`config.mk`:
```
export PLATFORM = sky130hd
export DESIGN_NAME = mpm_ram
export DESIGN_NICKNAME = d
export VERILOG_FILES = /design/src/hdl/mpm_ram.sv
export SDC_FILE = /design/constraint.sdc
export NUM_CORES = 1
export LEC_CHECK = 0
export ABC_CLOCK_PERIOD_IN_PS = 3000
export BUFFER_PORTS_ARGS = -buffer_cell sky130_fd_sc_hd__buf_2
export CAP_MARGIN = 15
export CORE_UTILIZATION = 40
export CTS_CLUSTER_SIZE = 10
export DETAILED_ROUTE_END_ITERATION = 7
export PLACE_DENSITY_LB_ADDON = 0.08
export SYNTH_ARGS = -nofsm -noshare
export SYNTH_HDL_FRONTEND = slang
export SYNTH_SLANG_ARGS = --single-unit
```
`constraint.sdc`:
```
create_clock -name clk -period 3 [get_ports clk]
set_input_delay 0 -clock clk [delete_from_list [all_inputs] [get_ports clk]]
set_output_delay 0 -clock clk [all_outputs]
set_load 0.02 [all_outputs]
```
`src/hdl/mpm_ram.sv`:
```
module mpm_ram #(
  parameter int WIDTH = 8,
  parameter int DEPTH = 16
) (
  input  logic                     clk,
  input  logic                     wr_en,
  input  logic [$clog2(DEPTH)-1:0] wr_addr,
  input  logic [WIDTH-1:0]         wr_data,
  input  logic [$clog2(DEPTH)-1:0] rd_addr,
  output logic [WIDTH-1:0]         rd_data
);

  logic [WIDTH-1:0] mem_r [DEPTH];
  logic [WIDTH-1:0] rd_data_r;

  // one write port, one registered read port
  always_ff @(posedge clk) begin
    if (wr_en) begin
      mem_r[wr_addr] <= wr_data;
    end
    rd_data_r <= mem_r[rd_addr];
  end

  assign rd_data = rd_data_r;

endmodule

```
After elaboration in Yosys (flattened, before gate mapping) --
Memories as Yosys holds them, arrays and structs flattened. A register that Yosys moved wholly into a read port is not among the register bits. Index checks and enable logic that the tools add are counted.
Storage, ports and cells: output and inout port bits 8, bits in registers 0, memories 1, input bits 18, logic and storage cells 3, RAM bits 128
Memory list:
- mem_r | depth 16, width 8, rd ports 1, clocked after memory_dff 1, write ports 1, line 13 | logic [WIDTH-1:0] mem_r [DEPTH];
Operators by class: multiplexer cells 2
Operators with widths (number):
- $mux 1 | 2

Longest topological paths before layout --
Gate-level depths: netlist (run 1).
word-level depth 2, gate-level depth with buffers 5, mapped depth without buffers 3

Worst setup path before layout (run 1) --
No wires, ideal clock.
kind input to register, from in wr_addr[2], to mem mem_r[0][0] (enable), required time 2.617 ns, arrival time 1.110 ns, setup slack 1.507 ns, stages 2, library setup time 0.383 ns, path buffers 0, cell sequence or3b_2 > nor3_1
RTL lines:
- start, declared | line 7 | input logic [$clog2(DEPTH)-1:0] wr_addr,
- end, declared | line 13
No word-level cell before the write port.

==> flow_metrics.tcl, run 1 <==
set metrics [dict create \
    synth_cell_type_count 19 \
    grt_pass1_vias 2413 \
    power_density_nw_per_um2 715 \
    first_iter_violations 174 \
    cts_made_buffers 17 \
    maxCapViolations 0 \
    vias_per_cell 5.16 \
    route.detailed.drc 0 \
    cts_buffer_depth 2 \
    start_kind "flop" \
    num_vias 2380 \
    grt_overflow 0 \
    tightest_slew_ns 0.983 \
    clk_latency_ns 0.41 \
    wl_per_cell_um 22.1 \
    rr_endpoint "rd_data[4]" \
    sw_frac_of_total_pct 19.1 \
    top_layer "met4" \
    synth_seq_cells 136 \
    ant_nets 0 \
    rsz0062_at_grt "no" \
    rows 41 \
    hp-class "in -> reg" \
    setup_tns_ns 0 \
    fin_nets 295 \
    synth_mux_area_share_pct 15.0 \
    syn_nets 247 \
    grt_max_degree 33 \
    hold_viol 0 \
    r2r_setup_slack_ns 1.65 \
    setup_viol_count_final 0 \
    synthAdderAreaFrac_pct 0 \
    cts_resized 0 \
    synth_xor_area_share_pct 0 \
    area_growth_pct 18.9 \
    clk_pin_slew_ns 0.06 \
    drt-total-wl_um 10200 \
    cts_root_buf "clkbuf_16" \
    syn_avg_cell_area_um2 22.5 \
    cts.sinks 136 \
    min_path_cells 3 \
    max_freq_ghz 0.741 \
    end_kind "flop" \
    crit_path_max_fanout 1 \
    fin_area_um2 6120 \
    p_int_mw 3.54 \
    finalMaxSlewViolations 0 \
    clock_skew_ns 0.00585 \
    period_share_pct 45.0 \
    core-area_um2 12600 \
    dieHeight_um 115 \
    required_ns 3.28 \
    htree_levels 4 \
    synth_top_family_by_area "multiplexers" \
    fin_cells 461 \
    r2r_start "mem_r[9][4]" \
    post_dp_cell_area_um2 5460 \
    netlist_area_um2 5150 \
    fp.dieW_um 115 \
    slew-limit-headroom_pct 34.2 \
    met2_length_um 4880 \
    grt_first_pass_wirelength_um 15100 \
    portBuffers 25 \
    ys_warn_count 0 \
    synth-simple-area-share_pct 3.18 \
    period_minus_slack_ns 1.35 \
    place.gp.congestion 0.651 \
    worstHoldStart "wr_addr[0]" \
    num-fill-cells 1045 \
    drt_first_pass_iters 4 \
    yosysSeqAreaShare_pct 77.8 \
    ir_worst_vdd_mv 0.363 \
    wl_met3_um 468 \
    dp_cells 422 \
    antenna_cells 0 \
    synth_compound_area_share_pct 2.33 \
    syn_inst 229 \
    ioPinCount 26 \
    p_clk_share_pct 46.3 \
    worstPathArrival_ns 1.63 \
    worst_hold_path.endpoint "mem_r[4][5]" \
    initial_utilization_pct 41.0 \
    cts_tree "built" \
    switching_power_mw 0.834 \
    combPwrFrac_pct 4.9 \
    layout-drive-gt1-share_pct 25.6 \
    die_area_um2 13300 \
    path_class "reg -> reg" \
    status "finished, final reports clean" \
    total_leakage_power_nw 2.05 \
    rr_worst_depth 3 \
    dp_hpwl_um 6240 \
    grt_usage_pct 17.3 \
    antenna_found_initial 0 \
    power_frac_seq_pct 48.9 \
    wl_met1_um 4710 \
]
==> placed cells by master (no fill, tap or decap) <==
cell             n
and2_1           1
nor3_1           4
or3b_2           1
clkbuf_8         5
buf_12           1
bufinv_16        2
mux4_1          14
nand3b_1         2
clkbuf_1         6
clkbuf_16       17
dfxtp_1          8
buf_4            5
nor2b_1          1
buf_2           25
edfxtp_1       128
dlygate4sd3_1    8
a22oi_1         16
nand2b_1         2
nand2_1          9
mux4_2          18
nor2_1          13
and2b_1          1
clkinv_1         1
nand3_1          1
==> power groups by stage <==
| stage | logic (mW) | clock network [mW] | registers (mW) |
|---|---|---|---|
| finish | 0.212 | 2.02 | 2.14 |
| global route | 0.234 | 2.13 | 2.14 |
| CTS | 0.218 | 2.06 | 2.14 |
| detailed placement | 0.210 | 0 | 2.18 |
| global placement | 0.209 | 0 | 2.18 |
| floorplan | 0.108 | 0 | 2.19 |
==> cell families (layout without fill, tap and decap cells) <==
group / count (synthesis) / in the layout
AO/OA/AOI/OAI: 16 / 16
buffers and inverters: 10 / 70
flip-flops: 136 / 136
multiplexers: 32 / 32
AND/OR/NAND/NOR: 35 / 35
==> flip-flops by register name, indices dropped and copies added, names as in the netlist <==
| name | flops |
|---|---|
| mem_r | 128 |
| rd_data | 8 |
==> worst max-delay path: stages, from the launching register on <==
cell and delay (ns):
edfxtp_1 0.36, mux4_1 0.50, a22oi_1 0.29, nand2_1 0.08
==> metrics by stage <==
step                      utilization, %  setup slack, ns  total power, mW  hold slack (ns)
after floorplan                        -             1.51             2.30           0.0989
after global placement              43.4             1.20             2.38            0.400
after detailed placement            43.4             1.18             2.39            0.407
after CTS                           48.7             1.62             4.41            0.139
after global routing                48.7             1.57             4.50            0.168
final                               48.7             1.65             4.37            0.159
==> layer usage <==
layer	up-vias	track usage (%)
met2	71	26.2
met5	-	0
met4	0	7.53
met1	1230	23.8
li1	1068	-
met3	11	4.50
==> how the worst max path moves through the flow <==
stage	cells after the start	end	slack, ns	start
after floorplan	2	mem_r[0][0]	1.51	wr_addr[2]
after global placement	5	rd_data[5]	1.20	rd_addr[0]
after detailed placement	5	rd_data[5]	1.18	rd_addr[0]
after CTS	3	rd_data[4]	1.62	mem_r[9][4]
after global routing	3	rd_data[4]	1.57	mem_r[9][4]
final	3	rd_data[4]	1.65	mem_r[9][4]
==> cell type report <==
class                           count  area, um^2  share of cell area [%]
Sequential cell                   136        4000                    65.4
Multi-Input combinational cell     83        1060                    17.3
Timing Repair Buffer               39         263                    4.29
Clock buffer                       28         517                    8.44
Tap cell                          172         215                    3.52
Clock inverter                      3        63.8                    1.04
==> Yosys cell counts <==
cell type | n | area, um^2
a22oi_1 | 16 | 120
and2_1 | 1 | 6.26
and2b_1 | 1 | 7.51
buf_2 | 3 | 15.0
buf_4 | 1 | 7.51
buf_6 | 3 | 33.8
clkdlybuf4s25_2 | 3 | 30.0
dfxtp_1 | 8 | 160
edfxtp_1 | 128 | 3840
mux4_1 | 14 | 368
mux4_2 | 18 | 405
nand2_1 | 9 | 33.8
nand2b_1 | 2 | 12.5
nand3_1 | 1 | 5.00
nand3b_1 | 2 | 15.0
nor2_1 | 13 | 48.8
nor2b_1 | 1 | 6.26
nor3_1 | 4 | 20.0
or3b_2 | 1 | 8.76
==> repair_timing <==
action / in CTS / in global routing
endpoints found under the hold margin: 128 / 0
setup endpoints to repair: 0 / 0
buffers inserted: 0 / 0
hold buffers: 8 / 0
Power figures use the tool's default switching activity.
==> run 2, diff against run 1 <==
--- a/config.mk
+++ b/config.mk
@@ -5,7 +5,7 @@
 export SDC_FILE = /design/constraint.sdc
 export NUM_CORES = 1
 export LEC_CHECK = 0
-export ABC_CLOCK_PERIOD_IN_PS = 3000
+export ABC_CLOCK_PERIOD_IN_PS = 1200
 export BUFFER_PORTS_ARGS = -buffer_cell sky130_fd_sc_hd__buf_2
 export CAP_MARGIN = 15
 export CORE_UTILIZATION = 40
==> constraint.sdc (replaced) <==
create_clock -name clk -period 1.2 [get_ports clk]
set_input_delay 0 -clock clk [delete_from_list [all_inputs] [get_ports clk]]
set_output_delay 0 -clock clk [all_outputs]
set_load 0.02 [all_outputs]
==> run 2 against run 1 <==
Against the previous run: the run now ends with negative setup slack left; die area unchanged; flip-flop and latch count stayed put; critical path depth unchanged; non-clock buffer count grew 31; total power rose to 2.5 times the previous value; register-to-register slack got worse by 1.7 ns; clock power up 150%; wire length is 3.4% higher; worst setup slack got worse by 1.7 ns; worst hold slack about the same; utilization is 2.3 points higher; critical path type unchanged.
==> flow_metrics.tcl, run 2 (synthesized netlist as in run 1, its figures left out) <==
set metrics [dict create \
    hp-class "in -> reg" \
    path_cells "mux4_2 -> a22oi_2 -> nand2_1" \
    dieHeight_um 115 \
    largest_reg_flops 128 \
    grt_first_pass_wirelength_um 16200 \
    rows 41 \
    grt_pass1_vias 2623 \
    area_growth_pct 24.6 \
    end_kind "flop" \
    sw_frac_of_total_pct 20.0 \
    max_freq_ghz 0.777 \
    portBuffers 25 \
    wl_per_cell_um 21.4 \
    ioPinCount 26 \
    status "finished with violations" \
    place.gp.congestion 0.704 \
    finalMaxSlewViolations 0 \
    period_share_pct 107 \
    p_int_mw 8.75 \
    dp_hpwl_um 6890 \
    path_buf_inv 0 \
    regArea_um2 4000 \
    rsz0062_at_grt "yes" \
    worstHoldStart "wr_addr[0]" \
    htree_levels 4 \
    r2r_setup_slack_ns -0.09 \
    grt_max_degree 17 \
    antenna_found_initial 0 \
    setup_tns_ns -0.403 \
    post_dp_cell_area_um2 5760 \
    multiInputGateArea_um2 1060 \
    layout-drive-gt1-share_pct 39.9 \
    ir_worst_vdd_mv 0.896 \
    vias_per_cell 5.06 \
    worstPathArrival_ns 1.57 \
    die_area_um2 13300 \
    setup_ws_ns -0.0863 \
    post-cts-setup-buffer-count 0 \
    final_common_cell "edfxtp_1" \
    cts_made_buffers 17 \
    final_util_pct 51.0 \
    tightest_slew_ns 0.838 \
    first_iter_violations 218 \
    rr_endpoint "rd_data[5]" \
    crit_path_max_fanout 1 \
    layout_common_cells "128 x edfxtp_1, 31 x buf_4, 28 x mux4_2" \
    power_frac_seq_pct 48.9 \
    start_kind "flop" \
    route.detailed.drc 0 \
    path_class "reg -> reg" \
    num_vias 2497 \
    dp_cells 453 \
    maxCapViolations 0 \
    p_clk_share_pct 45.4 \
    total_leakage_power_nw 2.18 \
    clock_skew_ns 0.0110 \
    hold_viol 0 \
    slowest_delay_ns 0.50 \
    regMostFlops "mem_r" \
    fin_nets 326 \
    period_minus_slack_ns 1.29 \
    cts_root_buf "clkbuf_16" \
    combPwrFrac_pct 5.8 \
    fin_cells 493 \
    cts_tree "built" \
    slew-limit-headroom_pct 44.0 \
    required_ns 1.49 \
    setup_viol_count_final 8 \
    clk_latency_ns 0.42 \
    num-fill-cells 1011 \
    cts.sinks 136 \
    switching_power_mw 2.19 \
    crit_family "multiplexers" \
    crit_slowest_cell "mux4_2" \
    worst_hold_path.endpoint "mem_r[4][0]" \
    rr_worst_depth 3 \
    initial_utilization_pct 41.0 \
    cts_buffer_depth 2 \
    r2r_start "mem_r[3][5]" \
    grt_usage_pct 18.1 \
    fin_area_um2 6410 \
    grt_overflow 0 \
    fp.dieW_um 115 \
    ant_nets 0 \
    violations "negative setup slack" \
    drt_first_pass_iters 6 \
    clk_pin_slew_ns 0.05 \
    place_ws_ns -0.282 \
    drt-total-wl_um 10500 \
    power_density_nw_per_um2 1710 \
    core-area_um2 12600 \
    antenna_cells 0 \
    min_path_cells 3 \
]
run 2: worst max-delay path by stage:
stage	end	startpoint	depth (start not counted)	slack [ns]
floorplan	mem_r[3][0]	wr_addr[2]	2	-0.07
detailed placement	rd_data[3]	rd_addr[0]	6	-0.28
finish	rd_data[5]	mem_r[3][5]	3	-0.09
CTS	rd_data[5]	mem_r[3][5]	3	-0.1
global route	rd_data[3]	mem_r[2][3]	3	-0.13
global placement	rd_data[3]	rd_addr[0]	6	-0.28
run 2: per-stage QoR:
| step | power, mW | hold WS (ns) |
|---|---|---|
| after floorplan | 5.74 | 0.0989 |
| after detailed placement | 6.04 | 0.404 |
| final | 10.9 | 0.158 |
| after global routing | 11.3 | 0.176 |
| after CTS | 11.0 | 0.152 |
| after global placement | 6.04 | 0.397 |
run 2: cell type report:
type                       count  area share, %
tap                          172           3.36
timing repair buffer          70           8.70
multi-input combinational     83           16.6
clock buffer                  23           7.30
sequential                   136           62.4
clock inverter                 9           1.60
run 2: worst register-to-register path: stages (launching register included):
cell      delay [ns]
edfxtp_1        0.38
mux4_2          0.50
a22oi_2         0.20
nand2_1         0.09
run 2: routing by layer:
metal / wire, um / track usage (%)
met1: 5170 / 26.6
met5: 0 / 0
met4: 182 / 8.57
met3: 460 / 4.71
met2: 4710 / 25.3
run 2: timing repair:
item,CTS,global route
hold buffers,8,0
pin swaps,7,1
resized for setup,16,2
hold endpoints to repair,128,0
setup endpoints to repair,8,8
run 2: power by group through the flow:
stage	clock network, mW	registers [mW]	logic [mW]
3_3_place_gp	0	5.44	0.594
5_1_grt	5.24	5.36	0.685
4_1_cts	5.05	5.35	0.638
6_report	4.96	5.35	0.630
2_1_floorplan	0	5.47	0.270
3_5_place_dp	0	5.45	0.593
